==> src/rtl/edge_reservoir_sampler_core_macros.svh <==
// ---------------------------------------------------------------------------
// Edge reservoir sampler assertion macros
// Concurrent assertion wrappers that compile away under synthesis.
// ---------------------------------------------------------------------------
`ifndef EDGE_RESERVOIR_SAMPLER_CORE_MACROS_SVH
`define EDGE_RESERVOIR_SAMPLER_CORE_MACROS_SVH
`ifndef SYNTHESIS
`define ERS_ASSERT_IMPL(label, ante, cons) \
	label: assert property (@(posedge clk) disable iff (!arst_n) (ante) |-> (cons)) \
		else $error("assertion failed");
`define ERS_ASSERT_NEXT(label, ante, cons) \
	label: assert property (@(posedge clk) disable iff (!arst_n) (ante) |=> (cons)) \
		else $error("assertion failed");
`else
`define ERS_ASSERT_IMPL(label, ante, cons)
`define ERS_ASSERT_NEXT(label, ante, cons)
`endif
`endif

==> src/rtl/ers_pkg.sv <==
// ---------------------------------------------------------------------------
// Edge reservoir sampler package
// Widths, command and status types, and back-end state encoding.
// ---------------------------------------------------------------------------
`default_nettype none

package ers_pkg;

	localparam int MAX_SLOTS  = 1024;
	localparam int SLOT_W     = $clog2(MAX_SLOTS);
	localparam int NODE_W     = 31;
	localparam int RND_W      = 32;
	localparam int SEEN_W     = 32;
	localparam int CAP_W      = 11;
	localparam int CAP_RESET  = 1024;
	localparam int SLOT_OUT_W = 10;
	localparam int ENTRY_W    = 1 + 2 * NODE_W;
	localparam int DIV_STEPS  = RND_W;
	localparam int DIV_CNT_W  = $clog2(DIV_STEPS);
	localparam int QDEPTH     = 2;
	localparam int QPTR_W     = $clog2(QDEPTH);
	localparam int QCNT_W     = $clog2(QDEPTH + 1);

	typedef struct packed {
		logic              fill;
		logic [NODE_W-1:0] u;
		logic [NODE_W-1:0] v;
		logic [RND_W-1:0]  rnd;
		logic [SEEN_W-1:0] seen;
		logic [SEEN_W-1:0] seen_next;
		logic [CAP_W-1:0]  cap;
	} cmd_t;

	typedef struct packed {
		logic empty;
		logic full;
	} q_stat_t;

	typedef enum logic [2:0] {
		BK_IDLE,
		BK_DIV,
		BK_PICK,
		BK_READ,
		BK_DONE
	} back_state_t;

endpackage

`default_nettype wire

==> src/rtl/ers_queue.sv <==
// ---------------------------------------------------------------------------
// Edge reservoir sampler command queue
// Two-entry FIFO that decouples the classifying front from the back end.
// ---------------------------------------------------------------------------
`default_nettype none

module ers_queue (
	input  wire logic             clk,
	input  wire logic             arst_n,
	input  wire logic             push,
	input  wire ers_pkg::cmd_t    push_cmd,
	input  wire logic             pop,
	output ers_pkg::cmd_t         head,
	output ers_pkg::q_stat_t      qs
);
	import ers_pkg::*;

	cmd_t              ent_q [QDEPTH];
	logic [QPTR_W-1:0] wr_ptr_q;
	logic [QPTR_W-1:0] rd_ptr_q;
	logic [QCNT_W-1:0] cnt_q;
	logic              do_push;
	logic              do_pop;

	assign qs.empty = (cnt_q == '0);
	assign qs.full  = (cnt_q == QCNT_W'(QDEPTH));
	assign do_push  = push && !qs.full;
	assign do_pop   = pop && !qs.empty;
	assign head     = ent_q[rd_ptr_q];

	always_ff @(posedge clk or negedge arst_n) begin
		if (!arst_n) begin
			wr_ptr_q <= '0;
			rd_ptr_q <= '0;
			cnt_q    <= '0;
		end else begin
			if (do_push) begin
				wr_ptr_q <= (wr_ptr_q == QPTR_W'(QDEPTH - 1)) ? '0 : wr_ptr_q + 1'b1;
			end
			if (do_pop) begin
				rd_ptr_q <= (rd_ptr_q == QPTR_W'(QDEPTH - 1)) ? '0 : rd_ptr_q + 1'b1;
			end
			if (do_push && !do_pop) begin
				cnt_q <= cnt_q + 1'b1;
			end else if (do_pop && !do_push) begin
				cnt_q <= cnt_q - 1'b1;
			end
		end
	end

	always_ff @(posedge clk) begin
		if (do_push) begin
			ent_q[wr_ptr_q] <= push_cmd;
		end
	end

endmodule

`default_nettype wire

==> config.mk <==
export PLATFORM = sky130hd
export DESIGN_NAME = ers_queue
export DESIGN_NICKNAME = d
export VERILOG_FILES = /design/src/rtl/edge_reservoir_sampler_core_macros.svh /design/src/rtl/ers_pkg.sv /design/src/rtl/ers_queue.sv
export SDC_FILE = /design/constraint.sdc
export NUM_CORES = 1
export LEC_CHECK = 0
export BUFFER_PORTS_ARGS = -buffer_cell sky130_fd_sc_hd__buf_2
export CAP_MARGIN = 5
export CORE_MARGIN = 3
export CORE_UTILIZATION = 35
export CTS_CLUSTER_SIZE = 12
export DETAILED_ROUTE_END_ITERATION = 16
export HOLD_SLACK_MARGIN = 0.12
export PLACE_DENSITY = 0.65
export SLEW_MARGIN = 0
export SYNTH_ARGS = -nofsm -noshare
export SYNTH_HDL_FRONTEND = slang
export SYNTH_SLANG_ARGS = --single-unit
==> constraint.sdc <==
create_clock -name clk -period 18.6 [get_ports clk]
set_input_delay 0.93 -clock clk [delete_from_list [all_inputs] [get_ports clk]]
set_output_delay 0.93 -clock clk [all_outputs]
set_load 0.01 [all_outputs]
=== After elaboration in Yosys (flattened, before gate mapping) ===
Memories as Yosys holds them, arrays and structs flattened.
Index checks and enable logic that the tools add are counted.

* Add/subtract/negate cells: 4
* Equal/unequal tests: 1
* Multiplexer cells: 6
* Reductions and logical operators: 10

{| class="wikitable"
|+ Operator list
! kind !! number
|-
| $logic_and 1x1->1 || 4
|-
| $logic_not 1->1 || 4
|-
| $mux 1 || 4
|-
| $mux 2 || 2
|-
| $add 1x1->1 const B || 2
|-
| $add 2x1->2 const B || 1
|-
| $eq 2x2->1 const B || 1
|-
| $logic_not 2->1 || 1
|-
| $reduce_bool 2->1 || 1
|-
| $sub 2x1->2 const B || 1
|}

* Flip-flop bits (word level): 4
* RAM bits: 340
* Input port bits: 174
* Output and inout bits: 172
* Logic and storage cells: 25
* Memories kept: 1

{| class="wikitable"
|+ Memories
! name !! depth !! bits a word !! rd ports !! clocked after memory_dff !! write ports !! RTL line !! text
|-
| ent_q || 2 || 170 || 1 || 0 || 1 || ers_queue.sv:18 || <nowiki>cmd_t ent_q [QDEPTH];</nowiki>
|}

=== Longest topological paths before layout ===
* Word-level depth: 7
* Mapped depth: 7

=== Worst setup path after synthesis ===
Ideal clock, no wire load.

* Path type: input to register
* Start point: in push
* End point: mem ent_q[0][0] in the netlist's numbering (enable)
* Setup time: 0.702 ns
* Arrival: 8.072 ns
* Required time: 17.898 ns
* Path slack: 9.826 ns
* Stages: 2
* Cell sequence: nand2_1 > nor2_1

* Longest elaborated chain between the ends: 3

{| class="wikitable"
|+ Ends and longest elaborated chain
! item !! RTL line !! text
|-
| start, declared || ers_queue.sv:10 || <nowiki>input wire logic push,</nowiki>
|-
| $logic_and 1x1->1 || ers_queue.sv:27 || <nowiki>assign do_push = push && !qs.full;</nowiki>
|-
| $mux 1 || ers_queue.sv:52 || <nowiki>if (do_push) begin</nowiki>
|-
| $mux 1 (not written as such) || ers_queue.sv:53 || <nowiki>ent_q[wr_ptr_q] <= push_cmd;</nowiki>
|-
| end, declared || ers_queue.sv:18 ||
|}

Every way passes these cells.

==> run metrics <==
outcome finished clean; Synth Area in XOR/XNOR 0.342%; CP Max Fanout 64; Max Clock Freq 0.239 GHz; CTS tree built; Hold Fails Final Rpt 0; Tightest Pin Transition 1.15 ns; Max Clock Skew 0.0129 ns; WP buf/inv 3; GR Layer Usage met1 16.2%; Synth async-reset ratio 1.16%; WP data arrival 3.25 ns; synthesized area per cell 23.4 sq um; Via density 4.52; Worst slew margin 23.1%; HP Class input pin to asynchronous set/reset pin; Simple-Gate Fraction of Synth Area 0.215%; Port Buffers 345; initial antenna violation count 1; Die ar. 39000 sq um; Setup crit start rd_ptr_q$_DFFE_PN0P_; endpoints failing setup 0; global-route wire length before repair 37700 um; via count 6361; root buf cell clkbuf_16; max cap viols 0; Final TNS setup 0 ns; main combinational cell family by area after synthesis multiplexers; most frequent CP cell buf_4; Synth area leaders edfxtp_1 (80%), mux2_4 (11%), mux2_2 (7.0%); Num Clock Sinks 344; area leader, netlist edfxtp_1; R2R setup slack 15.74 ns; clk slew on worst S/H paths 0.06 ns; IO Count 346; Mapped Area 12800 sq um; r2r endpoint ent_q[0][106]$_DFFE_PP_; Synth Flop Type edfxtp_1; routability cong. 0.764; Leak 0.00626 uW; post-route ant nets 0; Starting Density 35.8%; # hold bufs at CTS 0; count of cell types in the netlist 15; RSZ-0062 raised after global routing false; Synth Area in Compound Gates 0.0390%; Crit path largest cell delay 0.76 ns; Layout area overhead 26.2%; post-synthesis mux area share 17.6%; Reg2Reg Launch Point cnt_q[0]$_DFFE_PN0P_; Final nets 1096; Skew-Pair Late Insertion Delay 0.50 ns; CTS resizes 0; Crit path max-delay family buffers and inverters; total CTS buffers 38; worst r2r path cells 4; largest net degree at the start of global routing 80; share of cells above drive strength 1 60.8%; drt first pass iters 5; placeable core area 35800 sq um; DRT Wirelength 25500 um; WS Path Type flip-flop to primary output; First DRT Iteration DRCs 283; Die Y 197 um; gr ovfl total 0; clk buf depth 3; power per cell area 159 nW/um^2; Synth top cells by count edfxtp_1 (340), mux2_4 (90), mux2_2 (80); fin crit period 4.18 ns; Levels on crit path 4; H-tree depth 2; Rows 69; period utilisation layout 22.5%; # DRC 0; DP HPWL 16900 um; register area 10300 sq um; slowest CP cell buf_4; Final Util 45.2%; met3 usage 4.33%; Die W 197 um; Seq/Total Area, Yosys 80.4%; Critical Path End Type primary output; Ys Warns 0; Mapped Cells 548; Critical Path End head[169]; total track usage 12.4%; area of the multi-input gates 2350 sq um; crit path launch type flip-flop; Yosys top cell area share 79.6%; Post-Synth Adder-Cell Area 0.0976%; Yosys reg bits 344; maximum VDD drop 0.0990 mV; met2 usage in global routing 19.6%; CP Cell Sequence buf_4 > buf_4 > mux2_2 > buf_2; Crit path required time 17.67 ns; Setup Buffers After CTS 0; Final Max Slew Viols 0; filler cell count 3066; syn_nets 723; Avg WL per Cell 18.1 um; vias in the first global route 6700; gr busiest metal met2; cell with the most instances after synthesis edfxtp_1; number of synthesized flops with an enable pin 340
worst register-to-register path, stage by stage, from the launching register on:
cell,delay (ns)
dfrtp_1,0.42
nand2b_1,0.20
nand2_1,0.15
nor2_4,0.62
buf_4,0.90
state kept, by name (all words and copies together), names as in the netlist:
name and cells:
ent_q 340, wr_ptr_q 1, rd_ptr_q 1, cnt_q 2
per-stage QoR:
step / total power [uW] / setup slack [ns] / cell area, sq um / instances / hold WS [ns]
after floorplan: 1680 / 9.83 / 12800 / 548 / 0.461
after global placement: 1920 / 14.94 / 15000 / 1342 / 0.515
after detailed placement: 1920 / 14.91 / 15000 / 1342 / 0.508
after CTS: 2620 / 14.37 / 16200 / 1406 / 0.198
after global routing: 2710 / 14.23 / 16200 / 1407 / 0.201
final: 2580 / 14.42 / 16200 / 1407 / 0.225
layer usage:
metal,wire [um],part of all wire [%],up-vias
li1,-,-,2932
met1,10600,42,3122
met2,11900,47,261
met3,2310,9.1,46
met4,662,2.6,0
met5,0,0,-
cell usage in the layout, fill, tap and decap left out:
| cell type | instances |
|---|---|
| buf_2 | 345 |
| edfxtp_1 | 340 |
| mux2_4 | 90 |
| mux2_2 | 80 |
| clkbuf_16 | 39 |
| clkbuf_1 | 9 |
| buf_4 | 7 |
| clkinv_2 | 5 |
| clkinv_1 | 5 |
| xnor2_1 | 3 |
| dfrtp_1 | 3 |
| inv_1 | 2 |
| nor2_1 | 2 |
| xor2_1 | 2 |
| bufinv_16 | 2 |
| clkinvlp_4 | 2 |
| diode_2 | 1 |
| nand2b_1 | 1 |
| nand2_1 | 1 |
| o21ai_0 | 1 |
| and3_4 | 1 |
| nor2_4 | 1 |
| ha_1 | 1 |
| inv_6 | 1 |
| clkbuf_8 | 1 |
| dfrtp_4 | 1 |
worst min-delay path by stage:
stage	to	depth (start not counted)	slack [ns]
2_1_floorplan	wr_ptr_q$_DFFE_PN0P_	1	0.46
3_3_place_gp	cnt_q[1]$_DFFE_PN0P_	1	0.51
3_5_place_dp	cnt_q[1]$_DFFE_PN0P_	1	0.51
4_1_cts	cnt_q[1]$_DFFE_PN0P_	1	0.20
5_1_grt	cnt_q[1]$_DFFE_PN0P_	1	0.20
6_report	cnt_q[1]$_DFFE_PN0P_	1	0.22
logic make-up after synthesis:
kind of cell               count (synthesis)
and+or+nand+nor                            6
AOI/OAI and AO/OA                          1
xor gates and xnor gates                   5
muxes                                    170
adders and majority gates                  1
DFF                                      344
buffers and inverters                     21
area by class of cell:
type                    instances  share of cell area [%]
repair buffers                352                    11.0
clock buffers                  49                    6.32
well taps                     461                    3.56
inverters                       2                  0.0464
clock inverters                15                   0.789
multi-input cells             183                    14.5
flip-flops and latches        344                    63.7
diodes                          1                  0.0155
where the power goes:
group | switching [uW] | internal [uW]
registers | 51.7 | 1060
clock network | 275 | 414
logic | 407 | 368
No activity file was read; power rests on OpenSTA's default activity.
