==> src/rtl/edge_reservoir_sampler_core_macros.svh <==
// ---------------------------------------------------------------------------
// Edge reservoir sampler assertion macros
// Concurrent assertion wrappers that compile away under synthesis.
// ---------------------------------------------------------------------------
`ifndef EDGE_RESERVOIR_SAMPLER_CORE_MACROS_SVH
`define EDGE_RESERVOIR_SAMPLER_CORE_MACROS_SVH
`ifndef SYNTHESIS
`define ERS_ASSERT_IMPL(label, ante, cons) \
	label: assert property (@(posedge clk) disable iff (!arst_n) (ante) |-> (cons)) \
		else $error("assertion failed");
`define ERS_ASSERT_NEXT(label, ante, cons) \
	label: assert property (@(posedge clk) disable iff (!arst_n) (ante) |=> (cons)) \
		else $error("assertion failed");
`else
`define ERS_ASSERT_IMPL(label, ante, cons)
`define ERS_ASSERT_NEXT(label, ante, cons)
`endif
`endif

==> src/rtl/ers_pkg.sv <==
// ---------------------------------------------------------------------------
// Edge reservoir sampler package
// Widths, command and status types, and back-end state encoding.
// ---------------------------------------------------------------------------
`default_nettype none

package ers_pkg;

	localparam int MAX_SLOTS  = 1024;
	localparam int SLOT_W     = $clog2(MAX_SLOTS);
	localparam int NODE_W     = 31;
	localparam int RND_W      = 32;
	localparam int SEEN_W     = 32;
	localparam int CAP_W      = 11;
	localparam int CAP_RESET  = 1024;
	localparam int SLOT_OUT_W = 10;
	localparam int ENTRY_W    = 1 + 2 * NODE_W;
	localparam int DIV_STEPS  = RND_W;
	localparam int DIV_CNT_W  = $clog2(DIV_STEPS);
	localparam int QDEPTH     = 2;
	localparam int QPTR_W     = $clog2(QDEPTH);
	localparam int QCNT_W     = $clog2(QDEPTH + 1);

	typedef struct packed {
		logic              fill;
		logic [NODE_W-1:0] u;
		logic [NODE_W-1:0] v;
		logic [RND_W-1:0]  rnd;
		logic [SEEN_W-1:0] seen;
		logic [SEEN_W-1:0] seen_next;
		logic [CAP_W-1:0]  cap;
	} cmd_t;

	typedef struct packed {
		logic empty;
		logic full;
	} q_stat_t;

	typedef enum logic [2:0] {
		BK_IDLE,
		BK_DIV,
		BK_PICK,
		BK_READ,
		BK_DONE
	} back_state_t;

endpackage

`default_nettype wire

==> src/rtl/ers_if.sv <==
// ---------------------------------------------------------------------------
// Edge reservoir sampler channel interfaces
// Valid/ready channels for offered edges and for sampling results.
// ---------------------------------------------------------------------------
`default_nettype none

interface ers_in_if;
	import ers_pkg::*;

	logic              valid;
	logic              ready;
	logic [NODE_W-1:0] edge_u;
	logic [NODE_W-1:0] edge_v;
	logic [RND_W-1:0]  random_word;

	modport source (output valid, output edge_u, output edge_v, output random_word,
		input ready);
	modport sink (input valid, input edge_u, input edge_v, input random_word,
		output ready);
endinterface


`default_nettype wire

==> src/rtl/ers_front.sv <==
// ---------------------------------------------------------------------------
// Edge reservoir sampler front end
// Holds capacity and the edge count, and classifies each edge as fill or sample.
// ---------------------------------------------------------------------------
`default_nettype none

module ers_front (
	input  wire logic                      clk,
	input  wire logic                      arst_n,
	input  wire logic                      cfg_we,
	input  wire logic [ers_pkg::CAP_W-1:0] cfg_wdata,
	ers_in_if.sink                         edges,
	input  wire ers_pkg::q_stat_t          qs,
	output logic                           push,
	output ers_pkg::cmd_t                  push_cmd
);
	import ers_pkg::*;

	logic [CAP_W-1:0]  cap_q;
	logic [SEEN_W-1:0] seen_q;
	logic [CAP_W-1:0]  cap_eff;
	logic [SEEN_W-1:0] seen_next;

	always_comb begin
		if (cap_q == '0) begin
			cap_eff = CAP_W'(1);
		end else if (SEEN_W'(cap_q) > SEEN_W'(MAX_SLOTS)) begin
			cap_eff = CAP_W'(MAX_SLOTS);
		end else begin
			cap_eff = cap_q;
		end
	end

	assign seen_next   = (seen_q == '1) ? seen_q : seen_q + 1'b1;
	assign edges.ready = !qs.full;
	assign push        = edges.valid && edges.ready;

	assign push_cmd.fill      = (seen_q < SEEN_W'(cap_eff));
	assign push_cmd.u         = edges.edge_u;
	assign push_cmd.v         = edges.edge_v;
	assign push_cmd.rnd       = edges.random_word;
	assign push_cmd.seen      = seen_q;
	assign push_cmd.seen_next = seen_next;
	assign push_cmd.cap       = cap_eff;

	always_ff @(posedge clk or negedge arst_n) begin
		if (!arst_n) begin
			cap_q  <= CAP_W'(CAP_RESET);
			seen_q <= '0;
		end else begin
			if (cfg_we) begin
				cap_q <= cfg_wdata;
			end
			if (push) begin
				seen_q <= seen_next;
			end
		end
	end

endmodule

`default_nettype wire

==> src/flat_wrapper.sv <==
// flat-port wrapper written by rule: the top's interface ports become plain ports
module ers_front_flat import ers_pkg::*;
  (clk, arst_n, cfg_we, cfg_wdata, qs, push, push_cmd, edges_valid, edges_edge_u, edges_edge_v, edges_random_word, edges_ready);
  ers_in_if edges_i ();
  input  wire logic clk;
  input  wire logic arst_n;
  input  wire logic cfg_we;
  input  wire logic [ers_pkg::CAP_W-1:0] cfg_wdata;
  input  wire ers_pkg::q_stat_t qs;
  output logic push;
  output ers_pkg::cmd_t push_cmd;
  input wire logic [$bits(edges_i.valid)-1:0] edges_valid;
  input wire logic [$bits(edges_i.edge_u)-1:0] edges_edge_u;
  input wire logic [$bits(edges_i.edge_v)-1:0] edges_edge_v;
  input wire logic [$bits(edges_i.random_word)-1:0] edges_random_word;
  output wire logic [$bits(edges_i.ready)-1:0] edges_ready;
  assign edges_i.valid = edges_valid;
  assign edges_i.edge_u = edges_edge_u;
  assign edges_i.edge_v = edges_edge_v;
  assign edges_i.random_word = edges_random_word;
  assign edges_ready = edges_i.ready;
  ers_front u_core (.clk(clk), .arst_n(arst_n), .cfg_we(cfg_we), .cfg_wdata(cfg_wdata), .edges(edges_i), .qs(qs), .push(push), .push_cmd(push_cmd));
endmodule
==> config.mk <==
export PLATFORM = sky130hd
export DESIGN_NAME = ers_front_flat
export DESIGN_NICKNAME = d
export VERILOG_FILES = /design/src/rtl/edge_reservoir_sampler_core_macros.svh /design/src/rtl/ers_pkg.sv /design/src/rtl/ers_if.sv /design/src/rtl/ers_front.sv /design/src/flat_wrapper.sv
export SDC_FILE = /design/constraint.sdc
export NUM_CORES = 1
export LEC_CHECK = 0
export BUFFER_PORTS_ARGS = -buffer_cell sky130_fd_sc_hd__buf_2
export CORE_AREA = 2 2 109 111
export CTS_CLUSTER_DIAMETER = 30
export CTS_CLUSTER_SIZE = 40
export DETAILED_ROUTE_END_ITERATION = 7
export DIE_AREA = 0 0 111 113
export PLACE_DENSITY_LB_ADDON = 0.08
export SETUP_SLACK_MARGIN = 0.15
export SYNTH_ARGS = -nofsm -noshare
export SYNTH_HDL_FRONTEND = slang
export SYNTH_SLANG_ARGS = --single-unit
==> constraint.sdc <==
create_clock -name clk -period 4.3 [get_ports clk]
set_input_delay 0.86 -clock clk [delete_from_list [all_inputs] [get_ports clk]]
set_output_delay 0.86 -clock clk [all_outputs]
set_load 0.01 [all_outputs]
* Yosys cells after proc, flatten, opt, wreduce, memory -nomap -nowiden
Cells that the tools add are included.
** Word-level totals
- Flip-flop bits (word level) :: 43
- Bits in latches :: 0
- RAM bits :: 0
- Memory bits (read-only) :: 0
- Output and inout bits :: 172
- Memories :: 0
** Cells by class
- $add $sub $neg :: 1
- Multiply operators :: 0
- Div/mod/pow operators :: 0
- $lt $le $gt $ge :: 2
- Equality and inequality tests :: 1
- Shift operators :: 0
- Muxes and demuxes :: 3
- Bitwise operators :: 0
- Reductions and logical operators :: 3
** Operators by type and width (number)
- 32-bit by 1-bit adder with 32-bit output (second input constant) :: 1
- 32-bit == test (second input constant) :: 1
- 32-bit by 11-bit less-than comparator with 1-bit output :: 1
- 32-bit 2-to-1 mux :: 1
- 11-bit 2-to-1 mux :: 2
- 11-bit greater-than comparator (second input constant) :: 1
- 11-bit logical NOT :: 1
- 1-bit logical AND :: 1
- 1-bit logical NOT :: 1

* Depth between registers and ports, before layout
Gate-level depths: netlist of run 1.
- Word-level depth :: 4
- Depth in mapped cells :: 10

* Worst setup path before layout of run 1
No wires, ideal clock.
- Path kind :: flip-flop to output port
- Start point :: register u_core.cap_q[1]
- End point :: output port push_cmd[169] in the netlist's numbering
- Arrival :: 2.233 ns
- Required time :: 3.440 ns
- Setup slack :: 1.207 ns
- Stages on the path, launching flop included :: 11
- Cells stage by stage :: dfrtp_1 nor4_1 nand3_1 o21ai_0 nand2_1 ha_1 a2111oi_0 nand2_1 o21ai_0 a21oi_1 nor3_1
** RTL lines
- start, declared :: line ers_front.sv:19 : logic [CAP_W-1:0] cap_q;
- start signal, assigned :: line ers_front.sv:48 : cap_q <= CAP_W'(CAP_RESET);
- start signal, assigned :: line ers_front.sv:52 : cap_q <= cfg_wdata;
- end, declared :: line flat_wrapper.sv:11 : output ers_pkg::cmd_t push_cmd;

==> impl_metrics.tcl, run 1 <==
set metrics [dict create \
    ys_seq_area_frac 0.291 \
    place_area_mm2 0.00358 \
    synth-edff-count 0 \
    gp_congestion 0.768 \
    grt_pass1_wl_um 16600 \
    io_pins 283 \
    vias 2911 \
    grt-ovfl-total 0 \
    met3RoutedLength_um 639 \
    crit_path_max_fanout 3 \
    dp_hpwl_um 8190 \
    yosysWarnings 0 \
    synth_cell_type_count 46 \
    cts_tree "yes" \
    fin_nets 536 \
    clk_pin_slew_worst_paths_ns 0.06 \
    syn_avg_cell_area_um2 8.73 \
    finalHoldViolations 0 \
    wire_per_inst_um 19.4 \
    start_util 0.328 \
    grtUsageTotal 0.168 \
    core_mm2 0.0113 \
    postCtsSetupBuffers 0 \
    clockRootBuffer "clkbuf_16" \
    cp.required_ns 3.44 \
    synth_compound_area_frac 0.0436 \
    synth_seq_cells 43 \
    grt_pass1_vias 2906 \
    drc 0 \
    pre_cts_slack_ns 0.729 \
    design_area_mm2 0.00371 \
    drtIter0Drc 164 \
    yosys.area_share.adder 0.0372 \
    hold_class "flop to flop" \
    drive_above_1_share 0.296 \
    finalWorstSetupSlack_ns 0.439 \
    synth_top_family_by_area "buffers and inverters" \
    cts_buffers 5 \
    tns_ns 0 \
    postCtsHoldBufs 0 \
    status "finished, final reports clean" \
    topRoutingLayerUsed "met4" \
    hold_ws_ns 0.540 \
    met1_length_um 4670 \
    fillCellCount 1216 \
    synth.area.mux_share 0.0375 \
    io_buffers 93 \
    max_slew_margin 0.277 \
    syn-num-nets 546 \
    synth.area.top_cells "dfrtp_1, buf_4, xnor2_1" \
    arrival_ns 3.00 \
    rsz0062_at_grt "no" \
    die_y_um 113 \
    power_density_mw_per_mm2 357 \
    yosysTopAreaCell "dfrtp_1" \
    synth_commonest_cells "buf_4, dfrtp_1, xnor2_1, nand2_1" \
    drtAntennaViolNets 0 \
    synth.most_common_cell "buf_4" \
    dieArea_mm2 0.0125 \
    drtPass1Iterations 4 \
    maxCapViolations 0 \
    ir_drop_v 0.000175 \
    route.met2.wl_um 5200 \
    grt_antenna_before_repair 0 \
    synth_simple_gate_area_frac 0.223 \
    rows 39 \
    grt_start_max_net_pins 44 \
    cp-start-kind "flop" \
    clock.fmax_ghz 0.259 \
    cts_num_sinks 43 \
    fin_crit_sh 0.898 \
    p_total_mw 1.33 \
    clockBufferDepth 2 \
    p_leak_nw 1.84 \
    syn_area_mm2 0.00370 \
    synth_ff_type "dfrtp_1" \
    ctsResizeCount 0 \
    skew_ns 0.00763 \
    h-tree-depth 2 \
    period_needed_ns 3.86 \
    setup-violations-final 0 \
    post_synth_xor_area_fraction 0.133 \
    async_flop_share 1.00 \
    wirelength_um 10800 \
    fp.dieW_um 111 \
    synth_top_area_frac 0.284 \
    worstSetupPathType "flop to output pin" \
    vias_per_cell 5.22 \
    netlist_instances 424 \
    end_kind "output pin" \
    drv_slew 0 \
    area_delta_synth_final_pct 0.304 \
    antenna_cells 0 \
    worst_pin_slew_ns 1.09 \
    clk_latency_ns 0.29 \
]
## stage by stage
stage / util / cells
2_1_floorplan: - / 424
3_3_place_gp: 0.317 / 550
3_5_place_dp: 0.317 / 550
4_1_cts: 0.329 / 558
5_1_grt: 0.329 / 558
6_report: 0.329 / 558
## sequential cells by signal, indices dropped and copies added (netlist names)
name,count
u_core.cap_q,11
u_core.seen_q,32
## placed cells by master (no fill, tap or decap), types with 3 or more instances in the layout
cell,count
ha_1,11
nor3_1,13
a21oi_1,5
and4_1,4
xor2_1,25
nor2_1,25
nor3b_1,3
o21ai_0,5
nand4_1,25
mux2_2,11
clkbuf_1,3
buf_4,7
a31oi_1,5
or4_1,3
nor4_1,12
dfrtp_1,42
clkbuf_16,5
inv_1,12
nand3_1,21
buf_2,93
nand2_1,26
and3_1,4
xnor2_1,31
## routing by layer
metal	up-vias	global-route usage
met1	1407	0.215
met2	107	0.280
met5	-	0
li1	1346	-
met4	0	0.0625
met3	51	0.0380
## critical path, cell delays in order (launching register included)
cell and delay (ns):
dfrtp_1 0.39, nor4_1 0.36, nand3_1 0.11, o21ai_0 0.25
nand2_1 0.14, ha_1 0.22, a2111oi_0 0.39, nand2_1 0.08
o21ai_0 0.18, a21oi_1 0.12, nor3_1 0.28, buf_2 0.19
## cells by family (layout without fill, tap and decap cells)
family          count (synthesis)  after routing
compound gates                 25             25
xor+xnor                       56             56
fa+ha+maj                      11             11
buf+inv                       130            121
flops                          43             43
mux                            12             12
simple gates                  147            147
## path summary, 6_finish.rpt
path,startpoint,end,slack [ns],depth (start not counted)
min in group asynchronous,arst_n,u_core.seen_q[0]$_DFFE_PN0P_,0.78,1
max,u_core.cap_q[1]$_DFFE_PN0P_,push_cmd[169],0.44,11
max in group asynchronous,arst_n,u_core.seen_q[28]$_DFFE_PN0P_,2.86,1
min reg2reg,u_core.cap_q[6]$_DFFE_PN0P_,u_core.cap_q[6]$_DFFE_PN0P_,0.54,1
min,u_core.cap_q[6]$_DFFE_PN0P_,u_core.cap_q[6]$_DFFE_PN0P_,0.54,1
max reg2reg,u_core.seen_q[0]$_DFFE_PN0P_,u_core.seen_q[1]$_DFFE_PN0P_,1.66,6
## where the power goes
part	switching, mW	internal [mW]	leakage, nW
logic	0.235	0.185	1.22
registers	0.0738	0.445	0.559
clock network	0.169	0.217	0.0652
## cell type report
class,instances,area (um^2),share of cell area
timing repair buffer,100,518,0.140
inverter,13,48.8,0.0131
tap,143,179,0.0482
clock buffer,8,136,0.0367
sequential,43,1080,0.290
multi-input combinational,251,1750,0.472
(Power assumes the default switching activity.)
==> run 2: changes to the inputs <==
--- a/config.mk
+++ b/config.mk
@@ -11,7 +11,7 @@
 export CTS_CLUSTER_SIZE = 40
 export DETAILED_ROUTE_END_ITERATION = 7
 export DIE_AREA = 0 0 111 113
-export PLACE_DENSITY_LB_ADDON = 0.08
+export PLACE_DENSITY = 0.68
 export SETUP_SLACK_MARGIN = 0.15
 export SYNTH_ARGS = -nofsm -noshare
 export SYNTH_HDL_FRONTEND = slang
==> run 2 against run 1 <==
Utilization down 0.16 points; setup slack worse by 0.10 ns; total power grew 0.33%; largest power group unchanged.
==> impl_metrics.tcl, run 2 (synthesis gave the netlist of run 1 again) <==
set metrics [dict create \
    cts_buffers 5 \
    rsz0062_at_grt "no" \
    clock.fmax_ghz 0.252 \
    final_cell_mix "buf_2, dfrtp_1, xnor2_1" \
    core_mm2 0.0113 \
    worstSetupPathType "flop to output pin" \
    vias_per_cell 5.20 \
    drtPass1Iterations 4 \
    hold_ws_ns 0.542 \
    clockRootBuffer "clkbuf_16" \
    grtUsageMet3 0.0268 \
    gp_congestion 0.878 \
    grt_antenna_before_repair 0 \
    drc 0 \
    cp.required_ns 3.44 \
    postCtsSetupBuffers 0 \
    ctsResizeCount 0 \
    h-tree-depth 2 \
    p_sw_frac 0.347 \
    power_density_mw_per_mm2 360 \
    end_kind "output pin" \
    setup-violations-final 0 \
    clk_pin_slew_worst_paths_ns 0.06 \
    reg2reg_slack_ns 1.79 \
    globalRoute.busiestLayer "met2" \
    grt_pass1_vias 2789 \
    grt-ovfl-total 0 \
    fin_nets 531 \
    clk_latency_ns 0.28 \
    dieArea_mm2 0.0125 \
    cts_tree "yes" \
    crit_path_max_fanout 3 \
    fillCellCount 1176 \
    max_slew_margin 0.357 \
    clockBufferDepth 2 \
    cts_num_sinks 43 \
    fin_crit_sh 0.921 \
    drtAntennaViolNets 0 \
    drtIter0Drc 164 \
    worst_pin_slew_ns 0.964 \
    io_pins 283 \
    period_needed_ns 3.96 \
    grtUsageTotal 0.147 \
    crit_start "u_core.cap_q[1]$_DFFE_PN0P_" \
    die_y_um 113 \
    vias 2874 \
    io_buffers 93 \
    top_regs "u_core.seen_q (32), u_core.cap_q (11)" \
    r2r.worst_path.cells 6 \
    comb_power_share 0.301 \
    p_leak_nw 1.83 \
    p_sw_mw 0.461 \
    start_util 0.328 \
    wire_per_inst_um 17.3 \
    cp-start-kind "flop" \
    maxCapViolations 0 \
    area_delta_synth_final_pct -0.169 \
    fp.dieW_um 111 \
    clkPwrFrac 0.301 \
    drive_above_1_share 0.293 \
    p_int_mw 0.869 \
    status "finished, final reports clean" \
    rows 39 \
    p_total_mw 1.33 \
    final_common_cell "buf_2" \
    skew_ns 0.00170 \
    grt_pass1_wl_um 15100 \
    ir_drop_v 0.000171 \
    wirelength_um 9540 \
    arrival_ns 3.10 \
    worstReg2RegStart "u_core.seen_q[0]$_DFFE_PN0P_" \
    grt_start_max_net_pins 44 \
    crit_end "push_cmd[169]" \
    postCtsHoldBufs 0 \
    largest_reg_flops 32 \
    regMostFlops "u_core.seen_q" \
    tns_ns 0 \
    drv_slew 0 \
    r2r_end "u_core.seen_q[1]$_DFFE_PN0P_" \
    worstHoldStart "u_core.cap_q[6]$_DFFE_PN0P_" \
    hold_class "flop to flop" \
    dp_hpwl_um 7390 \
    finalHoldViolations 0 \
    grt_use_met1 0.186 \
    use_met2 0.227 \
    antenna_cells 0 \
    seq_power_share 0.398 \
]
==> run 2: cell types whose count changed in the layout (fill, tap and decap cells not counted), sizes merged <==
| cell | delta |
|---|---|
| buf | -5 |
==> run 2: power by group through the flow <==
stage,combinational [mW],sequential [mW],clock [mW]
after CTS,0.404,0.528,0.404
after floorplan,0.355,0.508,0
after global placement,0.395,0.531,0
after detailed placement,0.402,0.535,0
final,0.400,0.529,0.400
after global routing,0.446,0.537,0.420
==> run 2: area by class of cell <==
cell class                 instances  area (um^2)  area share
timing repair buffer              95          480       0.130
multi-input combinational        251         1750       0.474
tap                              143          179      0.0484
inverter                          13         48.8      0.0132
sequential                        43         1080       0.292
clock buffer                       8          156      0.0423
==> run 2: routing by layer <==
layer	routed length, um	vias to the layer above
met5	0	-
met4	619	0
met3	679	72
met2	4290	130
met1	3950	1331
li1	-	1341
==> run 2: how the worst min path moves through the flow <==
stage | end | cells past startpoint
after floorplan | u_core.cap_q[0]$_DFFE_PN0P_ | 1
after global placement | u_core.cap_q[0]$_DFFE_PN0P_ | 1
after detailed placement | u_core.cap_q[0]$_DFFE_PN0P_ | 1
after CTS | u_core.cap_q[0]$_DFFE_PN0P_ | 1
after global routing | u_core.cap_q[6]$_DFFE_PN0P_ | 1
final | u_core.cap_q[6]$_DFFE_PN0P_ | 1
==> run 2: metrics by stage <==
step / util / cell area, um^2 / setup slack (ns) / cells
floorplan: - / 3700 / 1.21 / 424
global placement: 0.314 / 3540 / 0.778 / 545
detailed placement: 0.314 / 3540 / 0.705 / 545
global route: 0.328 / 3690 / 0.152 / 553
finish: 0.328 / 3690 / 0.339 / 553
CTS: 0.328 / 3690 / 0.395 / 553
==> run 2: critical path, stage by stage, from the launching register on <==
cell and delay (ns):
dfrtp_1 0.40, nor4_1 0.43, nand3_1 0.11, o21ai_0 0.23, nand2_1 0.12, ha_1 0.22, a2111oi_0 0.38, nand2_1 0.08
o21ai_0 0.17, a21oi_1 0.13, nor3_1 0.34, buf_2 0.20
